<file path="config.mk">
export PLATFORM = sky130hd
export DESIGN_NAME = lfu_ctrl
export DESIGN_NICKNAME = d
export VERILOG_FILES = /design/src/lfu_pkg.sv /design/src/lfu_ctrl.sv
export SDC_FILE = /design/constraint.sdc
export NUM_CORES = 1
export LEC_CHECK = 0
export ABC_CLOCK_PERIOD_IN_PS = 850
export BUFFER_PORTS_ARGS = -buffer_cell sky130_fd_sc_hd__buf_2
export CORE_AREA = 2 2 39 41
export CTS_BUF_LIST = sky130_fd_sc_hd__clkbuf_4 sky130_fd_sc_hd__clkbuf_8 sky130_fd_sc_hd__clkbuf_16
export CTS_CLUSTER_SIZE = 10
export DETAILED_ROUTE_END_ITERATION = 12
export DIE_AREA = 0 0 41 43
export PLACE_DENSITY = 0.43
export SYNTH_ARGS = -nofsm -noshare
export SYNTH_HDL_FRONTEND = slang
export SYNTH_SLANG_ARGS = --single-unit
</file>
<file path="constraint.sdc">
create_clock -name i_clk -period 0.85 [get_ports i_clk]
set_input_delay 0.085 -clock i_clk [delete_from_list [all_inputs] [get_ports i_clk]]
set_output_delay 0.085 -clock i_clk [all_outputs]
set_load 0.005 [all_outputs]
</file>
<file path="src/lfu_pkg.sv">
package lfu_pkg;

    localparam int ENTRIES     = 64;
    localparam int IDX_BITS    = 6;
    localparam int CNT_BITS    = 7;
    localparam int KEY_BITS    = 32;
    localparam int VALUE_BITS  = 32;
    localparam int DATA_BITS   = 32;
    localparam logic [31:0] INIT_VISITS = 32'd255;
    localparam logic [31:0] AGE_MINUTES = 32'd10;

    typedef enum logic [2:0] {
        CMD_LOOKUP = 3'd0,
        CMD_STORE  = 3'd1,
        CMD_REMOVE = 3'd2,
        CMD_EVICT  = 3'd3,
        CMD_CLEAR  = 3'd4
    } t_cmd;

    typedef enum logic [1:0] {
        ST_DONE     = 2'd0,
        ST_NOT_FOUND = 2'd1,
        ST_EMPTY    = 2'd2
    } t_status_code;

    typedef enum logic [2:0] {
        S_IDLE,
        S_SCAN,
        S_DIV,
        S_ACT,
        S_OUT
    } t_state;

    typedef struct packed {
        logic [2:0]            command;
        logic [KEY_BITS-1:0]   lookup_key;
        logic [VALUE_BITS-1:0] store_value;
        logic [31:0]           now_minutes;
    } t_in_beat;

    typedef struct packed {
        logic [1:0]            status;
        logic [DATA_BITS-1:0]  read_value;
        logic                  did_evict;
        logic [KEY_BITS-1:0]   evicted_key;
        logic [31:0]           hit_total;
        logic [31:0]           miss_total;
        logic [CNT_BITS-1:0]   occupancy;
    } t_out_beat;

    typedef struct packed {
        logic start;
        logic scan_step;
        logic act;
        logic load_out;
    } t_ctrl;

    typedef struct packed {
        logic scan_last;
        logic weight_ready;
    } t_stat;

endpackage

</file>
<file path="src/lfu_ctrl.sv">
module lfu_ctrl (
    input  logic            i_clk,
    input  logic            i_rst_n,
    input  logic            i_in_valid,
    input  logic            i_out_ready,
    input  lfu_pkg::t_stat  i_stat,
    output logic            o_in_ready,
    output logic            o_out_valid,
    output lfu_pkg::t_ctrl  o_ctrl
);

    lfu_pkg::t_state r_state, n_state;
    logic            r_out_valid, n_out_valid;

    always_ff @(posedge i_clk) begin
        if (!i_rst_n) begin
            r_state     <= lfu_pkg::S_IDLE;
            r_out_valid <= 1'b0;
        end else begin
            r_state     <= n_state;
            r_out_valid <= n_out_valid;
        end
    end

    always_comb begin
        n_state     = r_state;
        n_out_valid = r_out_valid;
        o_ctrl      = '0;
        o_in_ready  = 1'b0;
        if (r_out_valid && i_out_ready) begin
            n_out_valid = 1'b0;
        end
        case (r_state)
            lfu_pkg::S_IDLE: begin
                o_in_ready = 1'b1;
                if (i_in_valid) begin
                    o_ctrl.start = 1'b1;
                    n_state      = lfu_pkg::S_SCAN;
                end
            end
            lfu_pkg::S_SCAN: begin
                o_ctrl.scan_step = 1'b1;
                if (i_stat.scan_last) begin
                    n_state = lfu_pkg::S_DIV;
                end
            end
            lfu_pkg::S_DIV: begin
                o_ctrl.scan_step = 1'b1;
                if (i_stat.weight_ready) begin
                    n_state = lfu_pkg::S_ACT;
                end
            end
            lfu_pkg::S_ACT: begin
                o_ctrl.act = 1'b1;
                n_state    = lfu_pkg::S_OUT;
            end
            lfu_pkg::S_OUT: begin
                if (!r_out_valid || i_out_ready) begin
                    o_ctrl.load_out = 1'b1;
                    n_out_valid     = 1'b1;
                    n_state         = lfu_pkg::S_IDLE;
                end
            end
            default: begin
                n_state = lfu_pkg::S_IDLE;
            end
        endcase
    end

    assign o_out_valid = r_out_valid;

endmodule

</file>
==> impl_metrics.ini <==
[sta]
rsz0062_at_grt = yes
maxClockFrequency_mhz = 802
post-route-worst-setup-slack_ns = -0.396
finalCriticalPeriod_ns = 1.25
hold_viol = 0
maxSlewViolCount = 0
fin_crit_sh = 1.47
final.setup.tns_ns = -2.53
final-setup-viol-count = 9
whs_ns = 0.136
clock_skew_ns = 0.000866
maxSlewHeadroom = 0.893
tightest_slew_ns = 0.157

[power_and_ir_drop]
leakagePower_nw = 0.209
ir_drop_mv = 0.480
p_per_area_mw_per_mm2 = 1280
finalPower_uw = 611

[layout]
drive_gt1_frac = 0.804
final_nets = 54
fill_cells = 143
final_util = 0.345
regArea_sq_um = 83.8
fin_cells = 62
syn_to_final_growth_pct = 106
antenna_cells = 0
final_cell_mix = 10 x buf_2, 5 x buf_6, 4 x buf_4
multi_input_area_sq_um = 191
final_common_cell = buf_2
final_cell_area_sq_um = 478

[grt]
grt_max_degree = 5
grt.total_usage = 0.0933
grt_pass1_vias = 256
grt_pass1_wl_um = 1040
grt_antenna_before_repair = 0
grt_overflow = 0

[worst_hold_path]
min_to = r_state[1]
min_from = i_stat[1]
holdPathStages = 3
min_path_type = primary input to flop

[setup_path]
crit_chain = or3b_4 > nor2b_2 > buf_2
endpoint_kind = output pin
r2r_end = r_state[2]
crit_path_max_incr_delay_ns = 0.40
crit_arrival_ns = 1.16
crit_family = simple AND/OR/NAND/NOR gates
rr_startpoint = r_state[0]
reg2reg_slack_ns = -0.31
path_class = flop to output pin
r2r_cells = 4
path_max_fanout = 4
required_ns = 0.76
critPathBufInv = 1
crit_path_top_delay_cell = or3b_4
startpoint_type = flop

[clocking]
clk_pin_slew_ns = 0.04
clk_latency_ns = 0.23
cts_inserted_buffers = 3
cts-root-buf = clkbuf_4
clockBufferDepth = 2
cts_sinks = 4
htree_levels = 1
ctsHoldBuffers = 0
cts_tree = built

[run_status]
status = finished, violations left
failed_checks = negative setup slack

[placed_design]
gp_congestion = 0.615
dp_slack_ns = -0.186
dp.cells = 54
place_area_sq_um = 330
port_buffers = 11

[detailed_routing]
firstDrtPassIters = 1
route.vias.total = 254
vias_per_cell = 4.10
post-route-drc-count = 0
ant_nets = 0
drt_iter0_drc = 0
detail_route.wirelength_um = 609
wl_per_cell_um = 9.82

[synth]
ys_seq_area_frac = 0.346
syn-instance-count = 24
synth.ff_latch_count = 4
synth_area_sq_um = 231
syn_nets = 30
ys_types = 17
syn_area_per_cell_sq_um = 9.64
yosysWarnings = 0

[floorplan]
die_h_um = 43
die_w_um = 41
row_count = 14
coreArea_sq_mm = 0.00138
ios = 12
fp.dieArea_sq_mm = 0.00176
start_util = 0.167

[flow_run]
drv_cap = 0
worst reg2reg max path, cell delays in order (launching register included):
cell	delay (ns)
dfxtp_2	0.33
or3b_4	0.40
buf_4	0.14
buf_6	0.11
o2bb2ai_4	0.12
logic make-up (layout without fill, tap and decap cells):
family | after synthesis | in the layout | synth area share
DFF | 4 | 4 | 0.346
and+or+nand+nor | 11 | 11 | 0.341
muxes | 1 | 1 | 0.0432
buffers and inverters | 2 | 24 | 0.0486
AOI/OAI and AO/OA | 6 | 6 | 0.222
Yosys cell counts:
master     instances  area share
dfxtp_1            4        0.35
mux2i_1            1       0.043
o21a_1             1       0.032
a211oi_1           1       0.032
nor2b_1            1       0.027
and3b_1            1       0.038
a21boi_2           1       0.049
and2_1             1       0.027
o2bb2ai_2          1       0.065
nor3_1             1       0.022
or2b_1             1       0.032
buf_4              1       0.032
nand3b_1           2       0.065
or3b_4             1       0.049
a21oi_1            2       0.043
inv_1              1       0.016
nand2b_1           3       0.081
cell type report:
class	count	area share
Clock buffer	3	0.0471
Timing Repair Buffer	20	0.327
Inverter	1	0.00785
Sequential cell	4	0.175
Multi-Input combinational cell	18	0.401
Tap cell	16	0.0419
flip-flops by register name, summed over array words and instances (netlist names):
signal,flops
r_state,3
o_out_valid,1
metal layers:
layer,vias up,GRT usage,wire [um]
met1,111,0.112,280
met4,0,0.0800,0
met3,0,0.0471,47
li1,131,-,-
met5,-,0,0
met2,12,0.116,282
where the power goes:
part	leakage (nW)	internal, mW	switching [mW]	total (mW)
sequential	0.0338	0.200	0.00955	0.210
clock	0.0138	0.157	0.0701	0.228
combinational	0.161	0.107	0.0666	0.174
total	0.209	0.465	0.146	0.611
how the worst max path moves through the flow:
stage	cells after the start	start	end
2_1_floorplan	2	r_state[1]	o_ctrl[0]
3_3_place_gp	3	r_state[2]	o_ctrl[0]
3_5_place_dp	3	r_state[1]	o_ctrl[0]
4_1_cts	3	r_state[0]	o_ctrl[0]
5_1_grt	3	r_state[0]	o_ctrl[0]
6_report	3	r_state[0]	o_ctrl[0]
repair_timing:
item                                    in CTS  in global routing
pin swaps                                    6                  2
buffers inserted                             2                  4
endpoints found under the setup margin       8                  9
resized for setup                            8                 10
Note: power is estimated with default switching activity, not from simulation.
